==> config.mk <==
export PLATFORM = sky130hd
export DESIGN_NAME = serial_frame_receiver_crc8_flat
export DESIGN_NICKNAME = d
export VERILOG_FILES = /design/src/rtl/sfr_pkg.sv /design/src/rtl/sfr_if.sv /design/src/rtl/serial_frame_receiver_crc8.sv /design/src/rtl/sfr_parse.sv /design/src/rtl/sfr_outreg.sv /design/src/flat_wrapper.sv
export VERILOG_INCLUDE_DIRS = /design/src /design/src/rtl
export SDC_FILE = /design/constraint.sdc
export NUM_CORES = 1
export LEC_CHECK = 0
export BUFFER_PORTS_ARGS = -buffer_cell sky130_fd_sc_hd__buf_2
export CORE_MARGIN = 2
export CORE_UTILIZATION = 40
export DETAILED_ROUTE_END_ITERATION = 10
export GPL_ROUTABILITY_DRIVEN = 0
export GPL_TIMING_DRIVEN = 0
export PLACE_DENSITY = 0.68
export SLEW_MARGIN = 20
export SYNTH_ARGS = -nofsm -noshare
export SYNTH_HDL_FRONTEND = slang
export SYNTH_HIERARCHICAL = 1
export SYNTH_SLANG_ARGS = --single-unit
==> constraint.sdc <==
create_clock -name clk -period 12.58 [get_ports clk]
set_input_delay 3.145 -clock clk [delete_from_list [all_inputs] [get_ports clk]]
set_output_delay 3.145 -clock clk [all_outputs]
set_load 0.03 [all_outputs]
==> src/rtl/serial_frame_receiver_crc8_macros.svh <==
// ----------------------------------------------------------------------------
// Serial frame receiver assertion macros
// Immediate-implication and next-cycle-implication checks on clk / arst_n.
// ----------------------------------------------------------------------------
`ifndef SERIAL_FRAME_RECEIVER_CRC8_MACROS_SVH
`define SERIAL_FRAME_RECEIVER_CRC8_MACROS_SVH

// ante holds -> cons holds in the same cycle
`define SFR_ASSERT_IMP(label, ante, cons, msg) \
	label: assert property (@(posedge clk) disable iff (!arst_n) (ante) |-> (cons)) \
		else $error(msg);

// ante holds -> cons holds in the next cycle
`define SFR_ASSERT_NXT(label, ante, cons, msg) \
	label: assert property (@(posedge clk) disable iff (!arst_n) (ante) |=> (cons)) \
		else $error(msg);

`endif

==> src/rtl/sfr_pkg.sv <==
// ----------------------------------------------------------------------------
// Serial frame receiver package
// Frame constants, result types and the bytewise CRC-8 update.
// ----------------------------------------------------------------------------
`default_nettype none

package sfr_pkg;

	localparam logic [7:0]  HdrFirst        = 8'hAA;
	localparam logic [7:0]  HdrSecond       = 8'hCC;
	localparam logic [7:0]  CrcPoly         = 8'h07;
	localparam logic [7:0]  CharCr          = 8'h0D;
	localparam logic [7:0]  CharLf          = 8'h0A;
	localparam logic [4:0]  PosHunt         = 5'd0;
	localparam logic [4:0]  PosHdrSecond    = 5'd1;
	localparam logic [4:0]  PosLenLow       = 5'd2;
	localparam logic [4:0]  PosLenHigh      = 5'd3;
	localparam logic [4:0]  PosCrcStart     = 5'd4;
	localparam logic [4:0]  PosCommand      = 5'd6;
	localparam logic [4:0]  PosType         = 5'd7;
	localparam logic [4:0]  PayloadStart    = 5'd8;
	localparam logic [4:0]  PayloadTopPos   = 5'd16;
	localparam logic [4:0]  MinTermPosition = 5'd11;
	localparam logic [4:0]  LastPosition    = 5'd30;
	localparam logic [15:0] MinLength       = 16'd8;
	localparam logic [15:0] BufferBytes     = 16'd32;
	localparam logic [15:0] CrcTail         = 16'd4;
	localparam logic [15:0] CheckTail       = 16'd3;

	typedef enum logic [1:0] {
		STATUS_OK         = 2'd0,
		STATUS_OVERFLOW   = 2'd1,
		STATUS_BAD_LENGTH = 2'd2,
		STATUS_BAD_CRC    = 2'd3
	} status_t;

	typedef struct packed {
		status_t     frame_status;
		logic [7:0]  frame_command;
		logic [7:0]  frame_type;
		logic [15:0] length_value;
		logic [63:0] payload_low;
		logic [7:0]  payload_top;
	} result_t;

	function automatic logic [7:0] crc8_update(input logic [7:0] crc, input logic [7:0] b);
		logic [7:0] c;
		c = crc ^ b;
		for (int i = 0; i < 8; i++) begin
			c = {c[6:0], 1'b0} ^ (c[7] ? CrcPoly : 8'h00);
		end
		return c;
	endfunction

endpackage

`default_nettype wire

==> src/rtl/sfr_if.sv <==
// ----------------------------------------------------------------------------
// Serial frame receiver channels
// Valid/ready channels for received bytes and frame results.
// ----------------------------------------------------------------------------
`default_nettype none

interface sfr_rx_if;
	logic       valid;
	logic       ready;
	logic [7:0] rx_byte;

	modport source (output valid, output rx_byte, input ready);
	modport sink (input valid, input rx_byte, output ready);
endinterface

interface sfr_frame_if;
	logic        valid;
	logic        ready;
	logic [1:0]  frame_status;
	logic [7:0]  frame_command;
	logic [7:0]  frame_type;
	logic [15:0] length_value;
	logic [63:0] payload_low;
	logic [7:0]  payload_top;

	modport source (
		output valid, output frame_status, output frame_command, output frame_type,
		output length_value, output payload_low, output payload_top, input ready
	);
	modport sink (
		input valid, input frame_status, input frame_command, input frame_type,
		input length_value, input payload_low, input payload_top, output ready
	);
endinterface

`default_nettype wire

==> src/rtl/serial_frame_receiver_crc8.sv <==
// ----------------------------------------------------------------------------
// Serial frame receiver with CRC-8 check
// Assembles 0xAA 0xCC framed packets from a byte stream and reports status.
// ----------------------------------------------------------------------------
// Takes one byte per clock on rx while rx.ready is high. A byte is registered
// on entry and processed in the following cycle (header hunt, length/command/
// type/payload capture, bytewise CRC-8 poly 0x07). The frame result goes to
// the output result register, so frame.valid follows the ending byte through
// the input register and the result register. rx.ready drops only while a
// finished result is held and a new result is due with frame.ready low.
// Bytes that produce no result never cause a stall.
`default_nettype none

module serial_frame_receiver_crc8 (
	input  wire logic   clk,
	input  wire logic   arst_n,
	sfr_rx_if.sink      rx,
	sfr_frame_if.source frame
);

	logic             slot_free;
	logic             res_valid;
	sfr_pkg::result_t res;

	sfr_parse u_parse (
		.clk       (clk),
		.arst_n    (arst_n),
		.rx        (rx),
		.slot_free (slot_free),
		.res_valid (res_valid),
		.res       (res)
	);

	sfr_outreg u_outreg (
		.clk       (clk),
		.arst_n    (arst_n),
		.res_valid (res_valid),
		.res       (res),
		.slot_free (slot_free),
		.frame     (frame)
	);

endmodule

`default_nettype wire

==> src/rtl/sfr_parse.sv <==
// ----------------------------------------------------------------------------
// Serial frame parser
// Input register, frame state and single-pass byte processing with CRC-8.
// ----------------------------------------------------------------------------
`default_nettype none

`include "serial_frame_receiver_crc8_macros.svh"

module sfr_parse (
	input  wire logic       clk,
	input  wire logic       arst_n,
	sfr_rx_if.sink          rx,
	input  wire logic       slot_free,
	output logic            res_valid,
	output sfr_pkg::result_t res
);

	logic        valid_s1;
	logic [7:0]  byte_s1;

	logic [4:0]  pos_q;
	logic [7:0]  crc_q;
	logic [15:0] len_q;
	logic [7:0]  cmd_q;
	logic [7:0]  type_q;
	logic [63:0] pay_q;
	logic [7:0]  top_q;
	logic [7:0]  chk_q;
	logic [7:0]  prev_q;

	logic [4:0]  pos_d;
	logic [7:0]  crc_d;
	logic [15:0] len_d;
	logic [7:0]  cmd_d;
	logic [7:0]  type_d;
	logic [63:0] pay_d;
	logic [7:0]  top_d;
	logic [7:0]  chk_d;
	logic [7:0]  prev_d;

	logic        emit;
	logic        advance;
	sfr_pkg::result_t res_d;

	always_comb begin
		logic [15:0] pos16;
		logic        term;
		pos16  = {11'd0, pos_q};
		term   = 1'b0;
		pos_d  = pos_q;
		crc_d  = crc_q;
		len_d  = len_q;
		cmd_d  = cmd_q;
		type_d = type_q;
		pay_d  = pay_q;
		top_d  = top_q;
		chk_d  = chk_q;
		prev_d = prev_q;
		emit   = 1'b0;
		res_d  = '0;

		if (pos_q == sfr_pkg::PosHunt) begin
			if (byte_s1 == sfr_pkg::HdrFirst) begin
				crc_d  = '0;
				len_d  = '0;
				cmd_d  = '0;
				type_d = '0;
				pay_d  = '0;
				top_d  = '0;
				chk_d  = '0;
				prev_d = byte_s1;
				pos_d  = sfr_pkg::PosHdrSecond;
			end
		end else if (pos_q == sfr_pkg::PosHdrSecond) begin
			if (byte_s1 != sfr_pkg::HdrSecond) begin
				pos_d = sfr_pkg::PosHunt;
			end else begin
				prev_d = byte_s1;
				pos_d  = sfr_pkg::PosLenLow;
			end
		end else begin
			if (pos_q == sfr_pkg::PosLenLow) begin
				len_d = {len_q[15:8], byte_s1};
			end else if (pos_q == sfr_pkg::PosLenHigh) begin
				len_d = {byte_s1, len_q[7:0]};
			end else if (pos_q == sfr_pkg::PosCommand) begin
				cmd_d = byte_s1;
			end else if (pos_q == sfr_pkg::PosType) begin
				type_d = byte_s1;
			end else if (pos_q >= sfr_pkg::PayloadStart && pos_q < sfr_pkg::PayloadTopPos) begin
				pay_d[pos_q[2:0]*8 +: 8] = byte_s1;
			end else if (pos_q == sfr_pkg::PayloadTopPos) begin
				top_d = byte_s1;
			end

			if (pos_q >= sfr_pkg::PosCrcStart && (pos16 + sfr_pkg::CrcTail) <= len_d) begin
				crc_d = sfr_pkg::crc8_update(crc_q, byte_s1);
			end
			if ((pos16 + sfr_pkg::CheckTail) == len_d) begin
				chk_d = byte_s1;
			end

			term = (byte_s1 == sfr_pkg::CharCr) && (pos_q >= sfr_pkg::MinTermPosition)
				&& (prev_q == sfr_pkg::CharLf);

			if (term) begin
				emit = 1'b1;
				pos_d = sfr_pkg::PosHunt;
				if (len_d < sfr_pkg::MinLength || len_d > sfr_pkg::BufferBytes
					|| len_d > (pos16 + 16'd1)) begin
					res_d.frame_status = sfr_pkg::STATUS_BAD_LENGTH;
				end else if (crc_d != chk_d) begin
					res_d.frame_status = sfr_pkg::STATUS_BAD_CRC;
				end else begin
					res_d.frame_status = sfr_pkg::STATUS_OK;
				end
				res_d.frame_command = cmd_d;
				res_d.frame_type    = type_d;
				res_d.length_value  = len_d;
				for (int i = 0; i < 8; i++) begin
					if ({11'd0, sfr_pkg::PayloadStart} + 16'(i) < len_d) begin
						res_d.payload_low[i*8 +: 8] = pay_d[i*8 +: 8];
					end
				end
				if ({11'd0, sfr_pkg::PayloadTopPos} < len_d) begin
					res_d.payload_top = top_d;
				end
			end else begin
				prev_d = byte_s1;
				if (pos_q == sfr_pkg::LastPosition) begin
					emit = 1'b1;
					res_d.frame_status = sfr_pkg::STATUS_OVERFLOW;
					pos_d = sfr_pkg::PosHunt;
				end else begin
					pos_d = pos_q + 5'd1;
				end
			end
		end
	end

	assign advance   = valid_s1 && (!emit || slot_free);
	assign rx.ready  = !valid_s1 || advance;
	assign res_valid = advance && emit;
	assign res       = res_d;

	always_ff @(posedge clk or negedge arst_n) begin
		if (!arst_n) begin
			valid_s1 <= 1'b0;
		end else if (rx.ready) begin
			valid_s1 <= rx.valid;
		end
	end

	always_ff @(posedge clk) begin
		if (rx.ready && rx.valid) begin
			byte_s1 <= rx.rx_byte;
		end
	end

	always_ff @(posedge clk or negedge arst_n) begin
		if (!arst_n) begin
			pos_q  <= sfr_pkg::PosHunt;
			crc_q  <= '0;
			len_q  <= '0;
			cmd_q  <= '0;
			type_q <= '0;
			pay_q  <= '0;
			top_q  <= '0;
			chk_q  <= '0;
			prev_q <= '0;
		end else if (advance) begin
			pos_q  <= pos_d;
			crc_q  <= crc_d;
			len_q  <= len_d;
			cmd_q  <= cmd_d;
			type_q <= type_d;
			pay_q  <= pay_d;
			top_q  <= top_d;
			chk_q  <= chk_d;
			prev_q <= prev_d;
		end
	end

	`SFR_ASSERT_IMP(a_pos_range, 1'b1, pos_q <= sfr_pkg::LastPosition, "byte position past last")
	`SFR_ASSERT_NXT(a_hunt_after_result, res_valid, pos_q == sfr_pkg::PosHunt, "no resync after result")
	`SFR_ASSERT_IMP(a_hdr_prev, pos_q == sfr_pkg::PosHdrSecond, prev_q == sfr_pkg::HdrFirst,
		"second header slot without first header byte")

endmodule

`default_nettype wire

==> src/rtl/sfr_outreg.sv <==
// ----------------------------------------------------------------------------
// Serial frame result register
// Holds one frame result until the sink takes the beat.
// ----------------------------------------------------------------------------
`default_nettype none

module sfr_outreg (
	input  wire logic             clk,
	input  wire logic             arst_n,
	input  wire logic             res_valid,
	input  wire sfr_pkg::result_t res,
	output logic                  slot_free,
	sfr_frame_if.source           frame
);

	logic             full_q;
	sfr_pkg::result_t res_q;

	assign slot_free = !full_q || frame.ready;

	always_ff @(posedge clk or negedge arst_n) begin
		if (!arst_n) begin
			full_q <= 1'b0;
		end else if (res_valid) begin
			full_q <= 1'b1;
		end else if (frame.ready) begin
			full_q <= 1'b0;
		end
	end

	always_ff @(posedge clk) begin
		if (res_valid) begin
			res_q <= res;
		end
	end

	assign frame.valid         = full_q;
	assign frame.frame_status  = res_q.frame_status;
	assign frame.frame_command = res_q.frame_command;
	assign frame.frame_type    = res_q.frame_type;
	assign frame.length_value  = res_q.length_value;
	assign frame.payload_low   = res_q.payload_low;
	assign frame.payload_top   = res_q.payload_top;

endmodule

`default_nettype wire
==> src/flat_wrapper.sv <==
// flat-port wrapper written by rule: the top's interface ports become plain ports
module serial_frame_receiver_crc8_flat 
  (clk, arst_n, rx_valid, rx_rx_byte, rx_ready, frame_valid, frame_frame_status, frame_frame_command, frame_frame_type, frame_length_value, frame_payload_low, frame_payload_top, frame_ready);
  sfr_rx_if rx_i ();
  sfr_frame_if frame_i ();
  input  wire logic clk;
  input  wire logic arst_n;
  input wire logic [$bits(rx_i.valid)-1:0] rx_valid;
  input wire logic [$bits(rx_i.rx_byte)-1:0] rx_rx_byte;
  output wire logic [$bits(rx_i.ready)-1:0] rx_ready;
  output wire logic [$bits(frame_i.valid)-1:0] frame_valid;
  output wire logic [$bits(frame_i.frame_status)-1:0] frame_frame_status;
  output wire logic [$bits(frame_i.frame_command)-1:0] frame_frame_command;
  output wire logic [$bits(frame_i.frame_type)-1:0] frame_frame_type;
  output wire logic [$bits(frame_i.length_value)-1:0] frame_length_value;
  output wire logic [$bits(frame_i.payload_low)-1:0] frame_payload_low;
  output wire logic [$bits(frame_i.payload_top)-1:0] frame_payload_top;
  input wire logic [$bits(frame_i.ready)-1:0] frame_ready;
  assign rx_i.valid = rx_valid;
  assign rx_i.rx_byte = rx_rx_byte;
  assign rx_ready = rx_i.ready;
  assign frame_valid = frame_i.valid;
  assign frame_frame_status = frame_i.frame_status;
  assign frame_frame_command = frame_i.frame_command;
  assign frame_frame_type = frame_i.frame_type;
  assign frame_length_value = frame_i.length_value;
  assign frame_payload_low = frame_i.payload_low;
  assign frame_payload_top = frame_i.payload_top;
  assign frame_i.ready = frame_ready;
  serial_frame_receiver_crc8 u_core (.clk(clk), .arst_n(arst_n), .rx(rx_i), .frame(frame_i));
endmodule
======== Word level (Yosys, flattened, before mapping) ========
Index checks and enable logic that the tools add are counted.
storage, ports and cells
  register bits ........................... 249
  input port bits ......................... 12
  output and inout port bits .............. 108
  word-level logic and storage cells ...... 191
operators by class
  shifts and indexed selects .............. 2
  bitwise operators ....................... 19
  reduce and logical (&&, ||, !) cells .... 31
  mux-type cells .......................... 75
  eq/ne operators ......................... 17
  $add $sub $neg .......................... 5
  $lt $le $gt $ge ......................... 17
operators by type and width
  operator                                                                              number
  64-bit two-way mux                                                                    8
  8-bit two-way mux                                                                     35
  4-bit by 16-bit less-than comparator with 1-bit output (first input constant)         8
  16-bit two-way mux                                                                    7
  64-bit bitwise mux                                                                    1
  8-bit by 34-bit variable shift with 64-bit output (first input constant)              1
  8-bit by 34-bit variable part select with 64-bit output                               1
  8-bit by 3-bit bitwise XOR with 8-bit output                                          8
  4-bit OR reduction                                                                    9
  6-bit negator with 34-bit output                                                      1
  5-bit two-way mux                                                                     5
  3-bit two-way mux                                                                     8
  6-bit by 16-bit equality test with 1-bit output                                       1
  8-bit by 4-bit equality test with 1-bit output (second input constant)                2
  16-bit by 6-bit greater-than comparator with 1-bit output                             1
  16-bit by 6-bit greater-than comparator with 1-bit output (second input constant)     1
  6-bit by 16-bit less-or-equal comparator with 1-bit output                            1
  16-bit by 4-bit less-than comparator with 1-bit output (second input constant)        1
  5-bit by 16-bit less-than comparator with 1-bit output (first input constant)         1
  5-bit by 2-bit equality test with 1-bit output (second input constant)                2
  5-bit by 3-bit equality test with 1-bit output (second input constant)                2
  5-bit equality test (second input constant)                                           2
  5-bit by 4-bit greater-or-equal comparator with 1-bit output (second input constant)  2
  1-bit inverter                                                                        10
  26 further kinds                                                                      48

======== Longest topological paths before layout ========
  word-level depth ........................ 24
  mapped depth ............................ 20
  depth with buffers taken out ............ 16

======== Hierarchy ========
Netlist, hierarchy kept.
modules (own cells, without submodules)
  module      sequential area each (µm²)  area an instance (µm²)  instances  cells an instance
  sfr_parse   3,593.4                     8,838.5                 1          972
  sfr_outreg  3,208.1                     3,230.6                 1          109

======== Least setup slack after synthesis ========
Ideal clock, no wire load.
  kind .................................... in2out
  from .................................... input port frame_ready
  to ...................................... output port rx_ready
  arrival time ............................ 3.584 ns
  path slack .............................. 5.851 ns
  cell stages on the path ................. 3
  cells stage by stage .................... nand2b_4 -> nor2_1 -> inv_1
between the ends
  word-level cells in the longest chain between the ends .. 4
RTL lines
  what                RTL line            source
  start: declaration  flat_wrapper.sv:18  input wire logic [$bits(frame_i.ready)-1:0] frame_ready;
  1-bit logical OR    sfr_outreg.sv:19    assign slot_free = !full_q || frame.ready;
  1-bit logical OR    sfr_parse.sv:141    assign advance = valid_s1 && (!emit || slot_free);
  1-bit logical AND   sfr_parse.sv:141
  1-bit logical OR    sfr_parse.sv:142    assign rx.ready = !valid_s1 || advance;
  end: declaration    flat_wrapper.sv:10  output wire logic [$bits(rx_i.ready)-1:0] rx_ready;
No other way between the ends.

======== Worst setup path after layout ========
  from .................................... input port frame_ready
  to ...................................... output port rx_ready
between the ends
  word-level cells in the longest chain between the ends .. 4
RTL lines
  what                  RTL line                          source
  1-bit logical OR      sfr_outreg.sv:19
  net u_core.slot_free  serial_frame_receiver_crc8.sv:21  logic slot_free;
  1-bit logical OR      sfr_parse.sv:141
  1-bit logical AND     sfr_parse.sv:141
  1-bit logical OR      sfr_parse.sv:142
The timed path passes the listed nets, and every way through them passes these cells.

==> results.txt <==
Net count after synthesis: 1112
Gr ovfl total: 0
Number of enable flip-flop cells after synthesis: 114
Data arrival time of the worst path: 3810 ps
Largest net degree at the start of global routing: 84
Vias in the first global route: 8863
Tightest Hold Check Type: reg -> reg
Pin slew with the least headroom to its limit: 1120 ps
H-tree lvl count: 1
Buffer count from post-CTS setup fixing: 0
Initial Utilization: 40.7%
Static Leakage: 5.55 nW
CP startpoint: frame_ready
Number of antenna violations at the first check in global routing: 0
Power Total: 0.00279 W
Cell row count: 63
Top-level port count: 120
Die Outline Area: 31600 um2
Average footprint of a synthesized cell: 11.2 um2
Count of buffers from port buffering: 119
Post-route non-filler standard cell count: 1640
Relative area change from synthesis to final layout: 16.6%
Post-Route Utilization: 47.5%
Number of antenna-violating nets in the routed design: 0
Max-capacitance violation count: 0
DRT Pass-1 Iters: 5
Clock buffer depth: 3
Share of cells above drive strength 1: 16.1%
Total negative slack: 0 ps
Synthesis warning total: 6
Worst setup EP type: output port
Crit start category: input port
Depth of the worst register-to-register path: 19
Reg2Reg Capture Point: u_core/u_outreg/frame.frame_status[0]
Fraction of registers with async set/reset: 54.2%
Number of vias after detailed routing: 9442
Clock insertion delay at the later pin of the skew report: 540 ps
Max_slew headroom: 24.4%
Number of antenna cells inserted: 0
Launch instance of the worst register-to-register path: u_core/u_parse/pos_q[0]
Core area: 29600 um2
Most common library cell in the layout ignoring fill and taps: dfrtp_1
Yosys reg bits: 249
RSZ-0062 raised after global routing: no
Post-synthesis instance total: 1081
PostCTS Resize Cnt: 0
Clock-pin slew on the worst setup and hold paths: 60 ps
Chip height: 178 um
Aggregate global-route resource usage: 21.4%
Final number of setup-violating endpoints: 0
Main synth FF type: dfrtp_1
TritonCTS clock tree: built
Fin crit period: 6950 ps
Clock Skew: 16.5 ps
Layout fillers: 2755
Number of DRC violations after detailed routing: 0
Number of design-rule violations left by the first detailed-router iteration: 935
Share of the yosys chip area belonging to registers: 56.4%
Required time worst endpoint: 9430 ps
Detailed placer's ending HPWL: 23100 um
Number of endpoints with negative hold slack in the final report: 0
Capturing element of the worst setup path: rx_ready
Final cycle utilization of the critical path: 55.3%
Area of the mapped netlist: 12100 um2
Global-route wire length before repair: 51800 um
Critical path cell sequence: buf_2 -> nand2b_4 -> nor2_1 -> inv_1 -> buf_2
DRT Wirelength: 33900 um
Max FO, Critical Path: 4
Outcome: finished, final reports clean
Mean routed wirelength per cell: 20.7 um
Worst setup path class: in -> out
Die extent in x: 178 um
Final Net Count: 1261
Clock root cell: clkbuf_16
Max-slew violation count: 0
Number of distinct library cells after synthesis: 76
Slowest cell on crit path: nor2_1
Power density cells: 199 nW/um2
Number of buffers created by CTS: 26
Worst vdd rail ir drop: 0.000125 V
Top library cells by usage in the layout, fill and taps aside: dfrtp_1, buf_2, nand2_1
Post-cts hold buffer count: 0
Highest attainable clock frequency: 144 MHz
Vias per std cell: 5.76
# clock sinks: 249
Setup slack, reg-to-reg: 6700 ps
DP Cell Count: 1592
Cell repeated most along the worst path: buf_2
Hold Slack: 482 ps
Largest stage delay, worst path: 180 ps
==> state kept, by name, summed over array words and instances (netlist names) <==
name	flops
u_core/u_outreg/frame.payload_low	64
u_core/u_parse/pay_q	64
u_core/u_outreg/frame.length_value	16
u_core/u_parse/len_q	16
u_core/u_outreg/frame.frame_command	8
u_core/u_outreg/frame.frame_type	8
u_core/u_outreg/frame.payload_top	8
u_core/u_parse/byte_s1	8
u_core/u_parse/chk_q	8
u_core/u_parse/cmd_q	8
u_core/u_parse/crc_q	8
u_core/u_parse/prev_q	8
u_core/u_parse/top_q	8
u_core/u_parse/type_q	8
u_core/u_parse/pos_q	5
u_core/u_outreg/frame.frame_status	2
u_core/u_outreg/frame.valid	1
u_core/u_parse/valid_s1	1
==> report_power, final <==
part	total (W)	switching, W	internal (W)	leakage, nW
Sequential	0.000950	0.0000500	0.000900	2.76
Combinational	0.00108	0.000702	0.000374	2.37
Clock	0.000769	0.000320	0.000449	0.416
Total	0.00279	0.00107	0.00172	5.55
==> cell usage after synthesis (3+ instances only) <==
cell type | number | area share [%]
a21oi_1 | 69 | 2.9
buf_1 | 5 | 0.16
nand2b_1 | 3 | 0.16
o21a_1 | 4 | 0.25
xnor2_1 | 27 | 2.0
a31oi_1 | 3 | 0.16
nor3_1 | 14 | 0.58
nor3b_1 | 4 | 0.25
a32o_1 | 9 | 0.75
nand3b_1 | 3 | 0.19
xnor3_1 | 3 | 0.56
a22o_1 | 98 | 7.1
or3_1 | 4 | 0.21
o21ai_1 | 9 | 0.37
nor2b_1 | 11 | 0.57
nand4_1 | 10 | 0.52
nand2_1 | 128 | 4.0
edfxtp_1 | 114 | 28
dfrtp_1 | 135 | 28
xor2_1 | 12 | 0.87
clkbuf_1 | 51 | 1.6
inv_1 | 15 | 0.47
ha_1 | 19 | 2.0
a21o_1 | 3 | 0.19
nor2_1 | 112 | 3.5
mux2i_1 | 56 | 4.6
nor4_1 | 11 | 0.57
buf_2 | 10 | 0.41
o31ai_1 | 7 | 0.44
o21ai_0 | 29 | 1.2
nand3_1 | 29 | 1.2
mux2_2 | 8 | 0.75
buf_4 | 3 | 0.19
and3_1 | 8 | 0.41
==> worst max-delay path, delay by kind of cell <==
family        cells  cell delay, ps
buf+inv           3             340
simple gates      2             330
==> worst min-delay path by stage <==
stage                                  start                        to  slack [ps]  cells past startpoint
finish               u_core/u_parse/len_q[0]   u_core/u_parse/len_q[0]         480                      2
global route        u_core/u_parse/pay_q[32]  u_core/u_parse/pay_q[32]         510                      1
CTS                  u_core/u_parse/len_q[0]   u_core/u_parse/len_q[0]         490                      2
detailed placement  u_core/u_parse/prev_q[3]  u_core/u_parse/prev_q[3]         470                      2
global placement     u_core/u_parse/len_q[0]   u_core/u_parse/len_q[0]         470                      2
floorplan           u_core/u_parse/prev_q[3]  u_core/u_parse/prev_q[3]         440                      2
==> area by class of cell <==
type | instances | area, um2 | share of cell area [%]
clock buffers | 34 | 691 | 4.91
repair buffers | 121 | 661 | 4.69
multi-input cells | 746 | 4920 | 35.0
plain buffers | 71 | 299 | 2.12
well taps | 390 | 488 | 3.47
flip-flops and latches | 249 | 6800 | 48.3
clock inverters | 14 | 156 | 1.11
inverters | 15 | 56.3 | 0.400
==> logic make-up after synthesis <==
| kind of cell | count (synthesis) | share of synthesized area, % |
|---|---|---|
| buffers and inverters | 86 | 2.94 |
| DFF | 249 | 56.4 |
| adders and majority gates | 20 | 2.05 |
| xor gates and xnor gates | 42 | 3.39 |
| and+or+nand+nor | 359 | 13.8 |
| AOI/OAI and AO/OA | 258 | 15.6 |
| muxes | 67 | 5.81 |
==> metrics by stage <==
stage | instance area [um2] | worst slack, ps
3_5_place_dp | 13200 | 5610
3_3_place_gp | 13200 | 5250
6_report | 14100 | 5630
4_1_cts | 14100 | 5610
2_1_floorplan | 12100 | 5850
5_1_grt | 14100 | 5550
==> layer usage <==
layer	GRT usage [%]	part of all wire, %
met1	29.6	42
met2	34.8	47
met3	3.79	8.1
met4	5.94	2.7
met5	0	0
Note: power is estimated with default switching activity, not from simulation.
